===== config.mk =====
export PLATFORM = sky130hd
export DESIGN_NAME = midpoint_ellipse_stepper_flat
export DESIGN_NICKNAME = d
export VERILOG_FILES = /design/src/rtl/mes_pkg.sv /design/src/rtl/mes_if.sv /design/src/rtl/midpoint_ellipse_stepper.sv /design/src/rtl/mes_seq.sv /design/src/flat_wrapper.sv
export SDC_FILE = /design/constraint.sdc
export NUM_CORES = 2
export LEC_CHECK = 0
export ABC_AREA = 1
export BUFFER_PORTS_ARGS = -buffer_cell sky130_fd_sc_hd__buf_2
export CELL_PAD_IN_SITES_DETAIL_PLACEMENT = 1
export CELL_PAD_IN_SITES_GLOBAL_PLACEMENT = 2
export CORE_MARGIN = 2
export CORE_UTILIZATION = 43
export CTS_BUF_LIST = sky130_fd_sc_hd__clkbuf_2 sky130_fd_sc_hd__clkbuf_4 sky130_fd_sc_hd__clkbuf_8
export DETAILED_ROUTE_END_ITERATION = 16
export GPL_TIMING_DRIVEN = 1
export PLACE_DENSITY_LB_ADDON = 0.12
export RECOVER_POWER = 25
export SYNTH_ARGS = -nofsm -noshare
export SYNTH_HDL_FRONTEND = slang
export SYNTH_SLANG_ARGS = --single-unit

===== constraint.sdc =====
create_clock -name clk -period 13.3 [get_ports clk]
set_input_delay 2.66 -clock clk [delete_from_list [all_inputs] [get_ports clk]]
set_output_delay 2.66 -clock clk [all_outputs]
set_load 0.01 [all_outputs]

===== src/rtl/mes_pkg.sv =====
package mes_pkg;

  // field and datapath widths
  localparam int COORD_BITS  = 10;
  localparam int RADIUS_BITS = 9;
  localparam int COLOR_BITS  = 8;
  localparam int OFF_BITS    = RADIUS_BITS + 2;
  localparam int OUT_BITS    = COORD_BITS + 2;
  localparam int DEC_BITS    = 4 * RADIUS_BITS;
  localparam int SQ_BITS     = 2 * RADIUS_BITS;
  localparam int MUL_A_BITS  = SQ_BITS + 1;
  localparam int MUL_B_BITS  = OFF_BITS + 3;
  localparam int PROD_BITS   = MUL_A_BITS + MUL_B_BITS;
  localparam int SUM_BITS    = ((COORD_BITS + 2 > OFF_BITS) ? COORD_BITS + 2 : OFF_BITS) + 1;

  typedef logic        [COORD_BITS-1:0]  coord_t;
  typedef logic        [RADIUS_BITS-1:0] radius_t;
  typedef logic        [COLOR_BITS-1:0]  color_t;
  typedef logic signed [OFF_BITS-1:0]    off_t;
  typedef logic signed [OUT_BITS-1:0]    out_t;
  typedef logic signed [DEC_BITS-1:0]    dec_t;
  typedef logic        [SQ_BITS-1:0]     sq_t;
  typedef logic signed [MUL_A_BITS-1:0]  mul_a_t;
  typedef logic signed [MUL_B_BITS-1:0]  mul_b_t;
  typedef logic signed [PROD_BITS-1:0]   prod_t;
  typedef logic signed [SUM_BITS-1:0]    sum_t;

  // request opcodes
  typedef enum logic {
    OP_START = 1'b0,
    OP_NEXT  = 1'b1
  } op_t;

  // drawing phase
  typedef enum logic [2:0] {
    PH_IDLE   = 3'b001,
    PH_FIRST  = 3'b010,
    PH_SECOND = 3'b100
  } phase_t;

  // multiplier operand selection; u is the coordinate that always steps,
  // v the one that steps on a non-negative decision, k and l the squared radii that scale u and v
  typedef enum logic [3:0] {
    MUL_NONE,
    MUL_AA,
    MUL_YY,
    MUL_A2_INIT,
    MUL_L_ONE_MINUS_V,
    MUL_K_FOUR_U,
    MUL_K_U_NEXT,
    MUL_L_V_NEXT,
    MUL_B2_SETUP
  } mul_sel_t;

  // datapath action on the registered product
  typedef enum logic [3:0] {
    ACT_NONE,
    ACT_LOAD_A2,
    ACT_LOAD_B2,
    ACT_INIT_D,
    ACT_D_STEP,
    ACT_D_ADD,
    ACT_HOLD_C,
    ACT_FINISH,
    ACT_SETUP2,
    ACT_EMPTY
  } act_t;

  // sequencing
  typedef enum logic [1:0] {
    SEQ_NEXT,
    SEQ_DONE,
    SEQ_BRANCH
  } seq_t;

  typedef logic [3:0] pc_t;

  localparam pc_t PC_START  = 4'd0;
  localparam pc_t PC_ITER   = 4'd4;
  localparam pc_t PC_SETUP2 = 4'd9;
  localparam pc_t PC_EMPTY  = 4'd11;

  typedef struct packed {
    mul_sel_t mul;
    act_t     act;
    seq_t     seq;
    pc_t      target;
  } ctrl_t;

  // requests from the datapath to the sequencer
  typedef struct packed {
    logic launch;
    pc_t  entry;
    logic stall;
    logic take;
  } seq_cmd_t;

  localparam ctrl_t CTRL_IDLE = '{MUL_NONE, ACT_NONE, SEQ_DONE, PC_START};

  // control store
  function automatic ctrl_t ucode(input pc_t pc);
    ctrl_t w;
    case (pc)
      // start: squares of both radii, then the first-half decision
      4'd0:    w = '{MUL_AA,            ACT_NONE,    SEQ_NEXT,   PC_START};
      4'd1:    w = '{MUL_YY,            ACT_LOAD_A2, SEQ_NEXT,   PC_START};
      4'd2:    w = '{MUL_A2_INIT,       ACT_LOAD_B2, SEQ_NEXT,   PC_START};
      4'd3:    w = '{MUL_NONE,          ACT_INIT_D,  SEQ_NEXT,   PC_START};
      // one iteration: four products through the shared multiplier
      4'd4:    w = '{MUL_L_ONE_MINUS_V, ACT_NONE,    SEQ_NEXT,   PC_START};
      4'd5:    w = '{MUL_K_FOUR_U,      ACT_D_STEP,  SEQ_NEXT,   PC_START};
      4'd6:    w = '{MUL_K_U_NEXT,      ACT_D_ADD,   SEQ_NEXT,   PC_START};
      4'd7:    w = '{MUL_L_V_NEXT,      ACT_HOLD_C,  SEQ_NEXT,   PC_START};
      4'd8:    w = '{MUL_NONE,          ACT_FINISH,  SEQ_BRANCH, PC_SETUP2};
      // second-half setup
      4'd9:    w = '{MUL_B2_SETUP,      ACT_NONE,    SEQ_NEXT,   PC_START};
      4'd10:   w = '{MUL_NONE,          ACT_SETUP2,  SEQ_DONE,   PC_START};
      // next with nothing drawing
      4'd11:   w = '{MUL_NONE,          ACT_EMPTY,   SEQ_DONE,   PC_START};
      default: w = CTRL_IDLE;
    endcase
    return w;
  endfunction

endpackage


===== src/rtl/mes_if.sv =====
// request channel
interface mes_req_if;
  import mes_pkg::*;

  logic    valid;
  logic    ready;
  op_t     op;
  coord_t  center_x;
  coord_t  center_y;
  radius_t radius_x;
  radius_t radius_y;
  color_t  color;

  modport source (output valid, op, center_x, center_y, radius_x, radius_y, color,
                  input ready);
  modport sink   (input valid, op, center_x, center_y, radius_x, radius_y, color,
                  output ready);
endinterface

// result channel
interface mes_res_if;
  import mes_pkg::*;

  logic   valid;
  logic   ready;
  logic   valid_res;
  out_t   x_right;
  out_t   x_left;
  out_t   y_below;
  out_t   y_above;
  color_t pixel_color;
  logic   last;

  modport source (output valid, valid_res, x_right, x_left, y_below, y_above, pixel_color,
                  last, input ready);
  modport sink   (input valid, valid_res, x_right, x_left, y_below, y_above, pixel_color,
                  last, output ready);
endinterface


===== src/rtl/midpoint_ellipse_stepper.sv =====
// Midpoint ellipse stepper: each request emits one iteration of the midpoint
// ellipse algorithm as one result with the four mirrored points and the colour.
// A start request latches centre, radii and colour and emits the first point;
// next requests emit the following points, the first half (x stepping) and then
// the second half (y stepping), with last set on the final one. A next request
// while nothing is drawing gives one result with valid_res low. One request is
// worked on at a time, so req.ready stays low from the taking of a request
// until its result is loaded into the output register, and for the step that
// closes the first half until the second half is set up as well; a finished
// result waits in the output register while the following request is taken.
// The pace is set by the single shared multiplier, which forms four products
// per iteration under a microcoded step counter.
module midpoint_ellipse_stepper (
  input  logic           clk,
  input  logic           rst,
  mes_req_if.sink        req,
  mes_res_if.source      res
);
  import mes_pkg::*;

  seq_cmd_t cmd;
  ctrl_t    ctrl;
  logic     busy;

  // drawing state
  phase_t  phase;
  off_t    x;
  off_t    y;
  dec_t    d;
  sq_t     a2;
  sq_t     b2;
  radius_t a_lat;
  coord_t  col;
  coord_t  row;
  color_t  clr;
  logic    step_v;
  prod_t   prod;
  prod_t   c_hold;

  // output register
  logic   out_valid;
  logic   out_valid_res;
  out_t   out_x_right;
  out_t   out_x_left;
  out_t   out_y_below;
  out_t   out_y_above;
  color_t out_color;
  logic   out_last;

  // operand muxes
  logic   accept;
  logic   first_half;
  off_t   u;
  off_t   v;
  off_t   u_next;
  off_t   v_next;
  sq_t    k;
  sq_t    l;
  mul_a_t ma;
  mul_b_t mb;
  logic   mul_en;
  logic   emit;
  logic   out_free;
  logic   stall;
  logic   load;
  logic   fail;
  logic   last_now;

  mes_seq u_seq (
    .clk  (clk),
    .rst  (rst),
    .cmd  (cmd),
    .busy (busy),
    .ctrl (ctrl)
  );

  // request handshake and sequencer entry
  assign req.ready = !busy;
  assign accept    = req.valid && req.ready;

  always_comb begin
    cmd.launch = accept;
    if (req.op == OP_START) begin
      cmd.entry = PC_START;
    end else if (phase == PH_FIRST || phase == PH_SECOND) begin
      cmd.entry = PC_ITER;
    end else begin
      cmd.entry = PC_EMPTY;
    end
    cmd.stall = stall;
    cmd.take  = first_half && fail;
  end

  // role swap between the halves
  always_comb begin
    first_half = (phase == PH_FIRST);
    u      = first_half ? x : y;
    v      = first_half ? y : x;
    k      = first_half ? b2 : a2;
    l      = first_half ? a2 : b2;
    u_next = u + off_t'(1);
    v_next = step_v ? v - off_t'(1) : v;
  end

  // shared multiplier operands
  always_comb begin
    case (ctrl.mul)
      MUL_AA: begin
        ma = mul_a_t'({1'b0, a_lat});
        mb = mul_b_t'({1'b0, a_lat});
      end
      MUL_YY: begin
        ma = mul_a_t'(y);
        mb = mul_b_t'(y);
      end
      MUL_A2_INIT: begin
        ma = {1'b0, a2};
        mb = mul_b_t'(1) - (mul_b_t'(y) <<< 1);
      end
      MUL_L_ONE_MINUS_V: begin
        ma = {1'b0, l};
        mb = mul_b_t'(1) - mul_b_t'(v);
      end
      MUL_K_FOUR_U: begin
        ma = {1'b0, k};
        mb = (mul_b_t'(u) <<< 2) + mul_b_t'(6);
      end
      MUL_K_U_NEXT: begin
        ma = {1'b0, k};
        mb = mul_b_t'(u_next);
      end
      MUL_L_V_NEXT: begin
        ma = {1'b0, l};
        mb = mul_b_t'(v_next);
      end
      MUL_B2_SETUP: begin
        ma = {1'b0, b2};
        mb = mul_b_t'(1) - (mul_b_t'({1'b0, a_lat}) <<< 1);
      end
      default: begin
        ma = '0;
        mb = '0;
      end
    endcase
  end

  // emit control and loop test
  always_comb begin
    mul_en   = (ctrl.mul != MUL_NONE);
    emit     = (ctrl.act == ACT_FINISH) || (ctrl.act == ACT_EMPTY);
    out_free = !out_valid || res.ready;
    stall    = emit && !out_free;
    load     = emit && out_free;
    fail     = (c_hold > prod);
    last_now = (phase == PH_SECOND) && fail;
  end

  // product register
  always_ff @(posedge clk) begin
    if (mul_en && !stall) begin
      prod <= ma * mb;
    end
  end

  // datapath registers
  always_ff @(posedge clk) begin
    if (accept && req.op == OP_START) begin
      col   <= req.center_x;
      row   <= req.center_y;
      clr   <= req.color;
      a_lat <= req.radius_x;
      x     <= '0;
      y     <= off_t'(req.radius_y);
    end
    if (!stall) begin
      case (ctrl.act)
        ACT_LOAD_A2: a2 <= sq_t'(prod);
        ACT_LOAD_B2: b2 <= sq_t'(prod);
        ACT_INIT_D:  d  <= dec_t'({b2, 1'b0}) + dec_t'(prod);
        ACT_D_STEP: begin
          step_v <= !d[DEC_BITS-1];
          if (!d[DEC_BITS-1]) begin
            d <= d + (dec_t'(prod) <<< 2);
          end
        end
        ACT_D_ADD:  d      <= d + dec_t'(prod);
        ACT_HOLD_C: c_hold <= prod;
        ACT_FINISH: begin
          if (first_half) begin
            x <= u_next;
            y <= v_next;
          end else begin
            y <= u_next;
            x <= v_next;
          end
        end
        ACT_SETUP2: begin
          d <= dec_t'({a2, 1'b0}) + dec_t'(prod);
          x <= off_t'({1'b0, a_lat});
          y <= '0;
        end
        default: ;
      endcase
    end
  end

  // phase
  always_ff @(posedge clk) begin
    if (rst) begin
      phase <= PH_IDLE;
    end else if (accept && req.op == OP_START) begin
      phase <= PH_FIRST;
    end else if (!stall) begin
      case (ctrl.act)
        ACT_FINISH: begin
          if (last_now) begin
            phase <= PH_IDLE;
          end
        end
        ACT_SETUP2: phase <= PH_SECOND;
        default: ;
      endcase
    end
  end

  // output register valid
  always_ff @(posedge clk) begin
    if (rst) begin
      out_valid <= 1'b0;
    end else if (load) begin
      out_valid <= 1'b1;
    end else if (res.ready) begin
      out_valid <= 1'b0;
    end
  end

  // output register payload
  always_ff @(posedge clk) begin
    if (load) begin
      if (ctrl.act == ACT_FINISH) begin
        out_valid_res <= 1'b1;
        out_x_right   <= out_t'(sum_t'({1'b0, col}) + sum_t'(x));
        out_x_left    <= out_t'(sum_t'({1'b0, col}) - sum_t'(x));
        out_y_below   <= out_t'(sum_t'({1'b0, row}) + sum_t'(y));
        out_y_above   <= out_t'(sum_t'({1'b0, row}) - sum_t'(y));
        out_color     <= clr;
        out_last      <= last_now;
      end else begin
        out_valid_res <= 1'b0;
        out_x_right   <= '0;
        out_x_left    <= '0;
        out_y_below   <= '0;
        out_y_above   <= '0;
        out_color     <= '0;
        out_last      <= 1'b0;
      end
    end
  end

  assign res.valid       = out_valid;
  assign res.valid_res   = out_valid_res;
  assign res.x_right     = out_x_right;
  assign res.x_left      = out_x_left;
  assign res.y_below     = out_y_below;
  assign res.y_above     = out_y_above;
  assign res.pixel_color = out_color;
  assign res.last        = out_last;

  // a start request always begins the first half under sequencer control
  a_start_first: assert property (@(posedge clk) disable iff (rst)
    (accept && req.op == OP_START) |=> (phase == PH_FIRST && busy))
    else $error("start request did not begin the first half");

  // the final point of the second half leaves the block idle
  a_last_idle: assert property (@(posedge clk) disable iff (rst)
    (load && ctrl.act == ACT_FINISH && last_now) |=> (phase == PH_IDLE && !busy))
    else $error("last point did not return to idle");

  // second-half setup starts on the horizontal axis
  a_setup_axis: assert property (@(posedge clk) disable iff (rst)
    (ctrl.act == ACT_SETUP2) |=> (phase == PH_SECOND && y == '0 && !busy))
    else $error("second-half setup left wrong state");

endmodule


===== src/rtl/mes_seq.sv =====
module mes_seq (
  input  logic             clk,
  input  logic             rst,
  input  mes_pkg::seq_cmd_t cmd,
  output logic             busy,
  output mes_pkg::ctrl_t   ctrl
);
  import mes_pkg::*;

  pc_t   pc;
  ctrl_t word;

  // control word fetch
  always_comb begin
    word = ucode(pc);
    ctrl = busy ? word : CTRL_IDLE;
  end

  // step counter with conditional jump
  always_ff @(posedge clk) begin
    if (rst) begin
      busy <= 1'b0;
      pc   <= PC_START;
    end else if (!busy) begin
      if (cmd.launch) begin
        busy <= 1'b1;
        pc   <= cmd.entry;
      end
    end else if (!cmd.stall) begin
      case (word.seq)
        SEQ_NEXT: pc <= pc + pc_t'(1);
        SEQ_BRANCH: begin
          if (cmd.take) begin
            pc <= word.target;
          end else begin
            busy <= 1'b0;
          end
        end
        SEQ_DONE: busy <= 1'b0;
        default:  busy <= 1'b0;
      endcase
    end
  end

endmodule


===== src/flat_wrapper.sv =====
// flat-port wrapper written by rule: the top's interface ports become plain ports
module midpoint_ellipse_stepper_flat import mes_pkg::*;
  (clk, rst, req_valid, req_op, req_center_x, req_center_y, req_radius_x, req_radius_y, req_color, req_ready, res_valid, res_valid_res, res_x_right, res_x_left, res_y_below, res_y_above, res_pixel_color, res_last, res_ready);
  mes_req_if req_i ();
  mes_res_if res_i ();
  input  logic clk;
  input  logic rst;
  input wire logic [$bits(req_i.valid)-1:0] req_valid;
  input wire logic [$bits(req_i.op)-1:0] req_op;
  input wire logic [$bits(req_i.center_x)-1:0] req_center_x;
  input wire logic [$bits(req_i.center_y)-1:0] req_center_y;
  input wire logic [$bits(req_i.radius_x)-1:0] req_radius_x;
  input wire logic [$bits(req_i.radius_y)-1:0] req_radius_y;
  input wire logic [$bits(req_i.color)-1:0] req_color;
  output wire logic [$bits(req_i.ready)-1:0] req_ready;
  output wire logic [$bits(res_i.valid)-1:0] res_valid;
  output wire logic [$bits(res_i.valid_res)-1:0] res_valid_res;
  output wire logic [$bits(res_i.x_right)-1:0] res_x_right;
  output wire logic [$bits(res_i.x_left)-1:0] res_x_left;
  output wire logic [$bits(res_i.y_below)-1:0] res_y_below;
  output wire logic [$bits(res_i.y_above)-1:0] res_y_above;
  output wire logic [$bits(res_i.pixel_color)-1:0] res_pixel_color;
  output wire logic [$bits(res_i.last)-1:0] res_last;
  input wire logic [$bits(res_i.ready)-1:0] res_ready;
  assign req_i.valid = req_valid;
  assign req_i.op = req_op;
  assign req_i.center_x = req_center_x;
  assign req_i.center_y = req_center_y;
  assign req_i.radius_x = req_radius_x;
  assign req_i.radius_y = req_radius_y;
  assign req_i.color = req_color;
  assign req_ready = req_i.ready;
  assign res_valid = res_i.valid;
  assign res_valid_res = res_i.valid_res;
  assign res_x_right = res_i.x_right;
  assign res_x_left = res_i.x_left;
  assign res_y_below = res_i.y_below;
  assign res_y_above = res_i.y_above;
  assign res_pixel_color = res_i.pixel_color;
  assign res_last = res_i.last;
  assign res_i.ready = res_ready;
  midpoint_ellipse_stepper u_core (.clk(clk), .rst(rst), .req(req_i), .res(res_i));
endmodule

# Yosys cells after proc, flatten, opt, wreduce, memory -nomap -nowiden
# Memories as Yosys holds them, arrays and structs flattened. A register that Yosys moved wholly into a read port is not among the register bits.
# Cells that the tools add are included.
totals:
  elab_cells: 145
  mem_bits_ro: 192
  output_inout_bits: 60
  input_bits: 51
  reg_bits: 265
  mem_count: 1
classes:
  n_addsub: 15
  n_mux: 39
  multipliers: 1
  order_cmp: 1
  reduce_logical: 34
  n_eq_ne: 27
  n_bitwise: 2
mem_list:
  columns: ["name", "words", "word_bits", "rd", "rd_ports_with_merged_regs", "wr", "line_no", "text"]
  rows:
  - ["(name not given)", 16, 12, 1, 1, 0, "mes_pkg.sv:103", "case (pc)"]
op_table:
  columns: ["operator", "n"]
  rows:
  - ["36-bit one-hot mux with 4 select lines", 1]
  - ["19-bit one-hot mux with 6 select lines", 1]
  - ["14-bit one-hot mux with 8 select lines", 1]
  - ["11-bit two-way mux", 9]
  - ["20-bit by 33-bit adder with 34-bit output", 2]
  - ["11-bit one-hot mux with 2 select lines", 2]
  - ["36-bit by 33-bit adder with 36-bit output", 1]
  - ["36-bit by 35-bit adder with 36-bit output", 1]
  - ["18-bit two-way mux", 2]
  - ["36-bit two-way mux", 1]
  - ["33-bit greater-than comparator", 1]
  - ["19-bit by 14-bit multiplier with 33-bit output", 1]
  - ["4-bit by 3-bit equality test with 1-bit output, second input constant", 8]
  - ["4-bit two-way mux", 8]
  - ["11-bit by 11-bit adder with 12-bit output", 2]
  - ["11-bit by 11-bit subtractor with 12-bit output", 2]
  - ["4-bit by 2-bit equality test with 1-bit output, second input constant", 4]
  - ["13-bit by 4-bit adder with 14-bit output, second input constant", 1]
  - ["14-bit two-way mux", 1]
  - ["2-bit by 12-bit subtractor with 13-bit output, first input constant", 1]
  - ["4-bit equality test, second input constant", 3]
  - ["2-bit by 11-bit subtractor with 12-bit output, first input constant", 1]
  - ["11-bit by 2-bit adder with 11-bit output, second input constant", 1]
  - ["1-bit by 10-bit subtractor with 11-bit output, first input constant", 1]
  - ["28 further kinds", 63]

# Depth between registers and ports, before layout
depth:
  ltp_word: 8
  mapped_depth: 42
  depth_no_buf: 41

# Hierarchy
# From an unflattened synthesis, not the netlist that was laid out.
unflattened:
  cells_unflattened: 4270
  area_unflattened_um2: 32113.3
modules_own_cells:
  columns: ["module", "area_per_inst_um2", "instances", "cells_each", "seq_area_each_um2"]
  rows:
  - ["midpoint_ellipse_stepper", 31172.4, 1, 4134, 7487.2]
  - ["mes_seq", 940.9, 1, 136, 300.3]

# Least setup slack after synthesis
# Ideal clock, no wire load.
synth_path:
  kind: "flip-flop to flip-flop"
  startpoint: "register u_core.phase[1]"
  endpoint: "register u_core.prod[30] (data pin)"
  slack_ps: 5966
  setup_ps: 264
  stages_incl_launch_ff: 32
  t_required_ps: 13036
  period_less_slack_ps: 7334
  arrival_ps: 7070
  path_buffers: 2
  cell_sequence: "dfxtp_1 -> nand3_2 -> buf_6 -> buf_6 -> o21ai_1 -> inv_1 -> ha_1 -> nand2_1 -> xnor2_1 -> a221oi_1 -> nand4_1 -> nand2_1 -> inv_1 -> fa_1 -> fa_1 -> inv_1 -> fa_1 -> inv_1 -> fa_1 -> fa_1 -> inv_1 -> fa_1 -> inv_1 -> ha_1 -> nand2_1 -> nor4_1 -> nand3_1 -> nand3_1 -> nand3_1 -> nand2_1 -> a31oi_1 -> xor2_1"
synth_via:
  elab_chain_cells: 6
  word_cells_on_any_way: 13
  cone_classes: "add/sub: 4; mul: 1; eq/ne: 1; mux: 7"
synth_lines:
  columns: ["element", "line_no", "text"]
  rows:
  - ["from (decl)", "midpoint_ellipse_stepper.sv:26", "phase_t phase;"]
  - ["from (signal assigned)", "midpoint_ellipse_stepper.sv:210", "phase <= PH_IDLE;"]
  - ["from (signal assigned)", "midpoint_ellipse_stepper.sv:212", "phase <= PH_FIRST;"]
  - ["from (signal assigned)", "midpoint_ellipse_stepper.sv:217", "phase <= PH_IDLE;"]
  - ["3-bit by 2-bit equality test with 1-bit output (*)", "midpoint_ellipse_stepper.sv:96", "first_half = (phase == PH_FIRST);"]
  - ["11-bit two-way mux", "midpoint_ellipse_stepper.sv:98", "v = first_half ? y : x;"]
  - ["11-bit by 2-bit subtractor with 11-bit output", "midpoint_ellipse_stepper.sv:102", "v_next = step_v ? v - off_t'(1) : v;"]
  - ["11-bit two-way mux", "midpoint_ellipse_stepper.sv:102", null]
  - ["14-bit one-hot mux with 8 select lines", "midpoint_ellipse_stepper.sv:107", "case (ctrl.mul)"]
  - ["19-bit by 14-bit multiplier with 33-bit output (*)", "midpoint_ellipse_stepper.sv:161", "prod <= ma * mb;"]
  - ["to (signal assigned)", "midpoint_ellipse_stepper.sv:161", null]
  - ["to (decl)", "midpoint_ellipse_stepper.sv:37", "prod_t prod;"]
# Every way passes the cells marked *; elsewhere a longest branch is shown, timed or not.
# A chain may end at the register's enable or synchronous reset.

# Worst setup path after layout
layout_path:
  startpoint: "register u_core.u_seq.busy"
  endpoint: "register u_core.prod[29] (data pin)"
layout_via:
  elab_chain_cells: 5
  word_cells_on_any_way: 14
  cone_classes: "mul: 1; eq/ne: 8; mux: 3; reduce/logical: 2"
layout_lines:
  columns: ["element", "line_no", "text"]
  rows:
  - ["from (decl)", "mes_seq.sv:5", "output logic busy,"]
  - ["from (signal assigned)", "mes_seq.sv:22", "busy <= 1'b0;"]
  - ["from (signal assigned)", "mes_seq.sv:26", "busy <= 1'b1;"]
  - ["from (signal assigned)", "mes_seq.sv:36", "busy <= 1'b0;"]
  - ["14-bit two-way mux (*)", "mes_seq.sv:16", "ctrl = busy ? word : CTRL_IDLE;"]
  - ["4-bit by 3-bit equality test with 1-bit output", "midpoint_ellipse_stepper.sv:107", null]
  - ["2-bit OR reduction (no line)", null, null]
  - ["19-bit one-hot mux with 6 select lines", "midpoint_ellipse_stepper.sv:107", null]
  - ["19-bit by 14-bit multiplier with 33-bit output (*)", "midpoint_ellipse_stepper.sv:161", null]
# Marked as above.

==> flow_metrics.tcl <==
set metrics [dict create \
    grt_max_degree 65 \
    drv_slew 67 \
    power.share.combinational_pct 39.7 \
    dpl_cell_area_mm2 0.0322 \
    synth_xor_area_share_pct 2.20 \
    grt_pass1_vias 29100 \
    min_period_ns 9.49 \
    p_per_area_mw_per_mm2 105 \
    via_per_inst 5.48 \
    die_w_um 271 \
    hold_end "u_core.phase[1]" \
    ir_drop_uv 74.2 \
    vias 27300 \
    synthAdderAreaFrac_pct 27.9 \
    rr_startpoint "u_core.u_seq.busy" \
    finalCritPeriodShare_pct 71.4 \
    dpl.cell_count 4888 \
    r2r_end "u_core.prod[29]" \
    setup_tns_ns 0 \
    setup_slack_ns 3.81 \
    synth_common_cells "nand2_1 (787), inv_1 (695), nor2_1 (338), a21oi_1 (287), fa_1 (264)" \
    cts.reportedPaths.clkPinSlew_ns 0.07 \
    clkSinkCount 273 \
    reg2reg_setup_slack_ns 3.81 \
    start_kind "flip-flop" \
    max_freq_mhz 105 \
    max_cap_violations 2 \
    p_int_mw 1.99 \
    synth_area_mm2 0.0306 \
    hold_viol 0 \
    worst_hold_path.num_cells 2 \
    start_util_pct 43.6 \
    synth-seq-area-share_pct 25.4 \
    fin_util_pct 47.5 \
    numCtsBuffers 53 \
    grt_overflow 0 \
    yosysUniqueCellTypes 63 \
    synth.most_common_cell "nand2_1" \
    io_buffers 110 \
    antenna_found_initial 2 \
    avgSynthCellArea_um2 7.89 \
    p_seq_share_pct 32.8 \
    dpl.hpwl_mm 91.0 \
    critPathMostFrequentCell "fa_1" \
    end_kind "flip-flop" \
    final_cell_area_mm2 0.0334 \
    post_cts_buffers 0 \
    synth_ff_type "edfxtp_1" \
    ys_top_cells_by_area "edfxtp_1 (23%), fa_1 (17%), ha_1 (11%)" \
    slew_headroom_pct -47.6 \
    rows 97 \
    p_leak_nw 16.1 \
    coreArea_mm2 0.0703 \
    worstPathRequired_ns 13.70 \
    synthMuxAreaShare_pct 0 \
    synthSimpleGateAreaFrac_pct 20.0 \
    worstMarginPinSlew_ns 2.21 \
    insertion_delay_ns 0.70 \
    nets 4579 \
    setup_violations 0 \
    first_iter_violations 1739 \
    swShare_pct 43.2 \
    synth_top_family_by_area "adder cells" \
    ff2ff_path_depth 30 \
    clockBufferDepth 3 \
    power_switching_mw 1.51 \
    drive_gt1_share_pct 8.08 \
    final.fill_count 8732 \
    p_clk_share_pct 27.6 \
    syn-num-nets 4460 \
    die_h_um 271 \
    synth_compound_area_share_pct 14.2 \
    violations "max-capacitance violations, max-slew violations" \
    status "finished with violations" \
    cts_tree "built" \
    cts_hold_buf 0 \
    htree_levels 2 \
    clock_skew_ns 0.0536 \
    synth_top_area_share_pct 22.7 \
    drtAntennaViolNets 0 \
    path_class "reg2reg" \
    critPathArrivalTime_ns 9.89 \
    cpPeakStageDelay_ns 0.87 \
    synth_edf_count 232 \
    worstHoldStart "u_core.phase[1]" \
    async_flop_share_pct 0 \
    grt_pass1_wl_mm 172 \
    ys_warn_count 0 \
    first_pass_iters 6 \
    grt_util_all_layers_pct 30.5 \
    place_congestion 0.937 \
    netlist_instances 3884 \
    cts-resized-gates 0 \
    holdWs_ns 0.520 \
    place_ws_ns 3.92 \
    fin_cells 4988 \
    dieArea_mm2 0.0734 \
    hp-class "reg2reg" \
    cp_slowest_cell "o21ai_2" \
    io_pins 111 \
    detail_route.wl_per_cell_um 22.1 \
    finalPower_mw 3.50 \
    synth_area_leader_cell "edfxtp_1" \
    wirelength_mm 110 \
    rsz0062_at_grt "false" \
    drc 0 \
    area_delta_synth_final_pct 8.89 \
    crit_fanout 18 \
    synth-seq-cells 273 \
    cts_root_buffer "clkbuf_8" \
]
==> flip-flops by register name, indices dropped and copies added (netlist names), 12 cells and up <==
name / count
u_core.a2: 18
u_core.b2: 18
u_core.c_hold: 33
u_core.d: 36
u_core.prod: 33
u_core.res.x_left: 12
u_core.res.y_above: 12
==> critical path: cells and delay by family, from the launching register on <==
kind	cells	cell delay, ns
fa+ha+maj	7	3.60
simple gates	11	2.30
compound gates	5	1.71
buf+inv	6	0.96
flops	1	0.53
xor+xnor	1	0.10
==> how the worst max path moves through the flow <==
stage / cells past startpoint / endpoint / startpoint / slack (ns)
after floorplan: 31 / u_core.prod[30] / u_core.phase[1] / 5.97
after global placement: 33 / u_core.prod[30] / u_core.phase[0] / 4.06
after CTS: 33 / u_core.prod[30] / u_core.phase[0] / 3.88
after global routing: 30 / u_core.prod[29] / u_core.u_seq.busy / 3.31
after detailed placement: 26 / u_core.prod[30] / u_core.u_seq.busy / 3.92
final: 30 / u_core.prod[29] / u_core.u_seq.busy / 3.81
==> kinds of logic (layout without fill, tap and decap cells) <==
family | count (synthesis) | in the layout
and+or+nand+nor | 1463 | 1463
buffers and inverters | 807 | 970
AOI/OAI and AO/OA | 739 | 739
adders and majority gates | 525 | 525
DFF | 273 | 273
xor gates and xnor gates | 77 | 77
other | 0 | 1
==> layer usage <==
| layer | vias up | routed length [um] | global-route usage (%) |
|---|---|---|---|
| li1 | 13000 | - | - |
| met1 | 13600 | 49100 | 41.3 |
| met2 | 600 | 52600 | 51.5 |
| met3 | 168 | 5220 | 3.34 |
| met4 | 0 | 3230 | 8.30 |
| met5 | - | 0 | 0 |
==> power groups by stage <==
| stage | sequential, mW | clock, mW | combinational [mW] |
|---|---|---|---|
| floorplan | 1.09 | 0 | 0.957 |
| CTS | 1.14 | 0.987 | 1.38 |
| finish | 1.15 | 0.966 | 1.39 |
| global placement | 1.16 | 0 | 1.35 |
| detailed placement | 1.16 | 0 | 1.37 |
| global route | 1.15 | 1.02 | 1.56 |
==> cells in the final DEF (no fill, tap or decap), drive strengths merged, types with 10 or more instances in the layout <==
cell type and count:
nor4 13, dfxtp 41, clkinv 26, o211ai 10, nand4 47, nor2 346
fa 264, a21boi 16, o21bai 14, a31oi 31, o21ai 259, a221oi 17
xor2 50, nand3 166, a21o 25, buf 129, nor3 54, o2111ai 17
xnor2 27, edfxtp 232, ha 261, inv 729, clkbuf 79, nand2 793
a21oi 290, or2 25, o22ai 16
==> cell type report <==
type	count	area, um^2	share of cell area [%]
antenna	1	2.50	0.00750
clock buffer	72	891	2.67
clock inverter	27	279	0.836
inverter	735	2760	8.28
multi-input combinational	2804	19700	59.2
sequential	273	7790	23.3
tap	940	1180	3.53
timing repair buffer	136	719	2.16
Power figures use the tool's default switching activity.
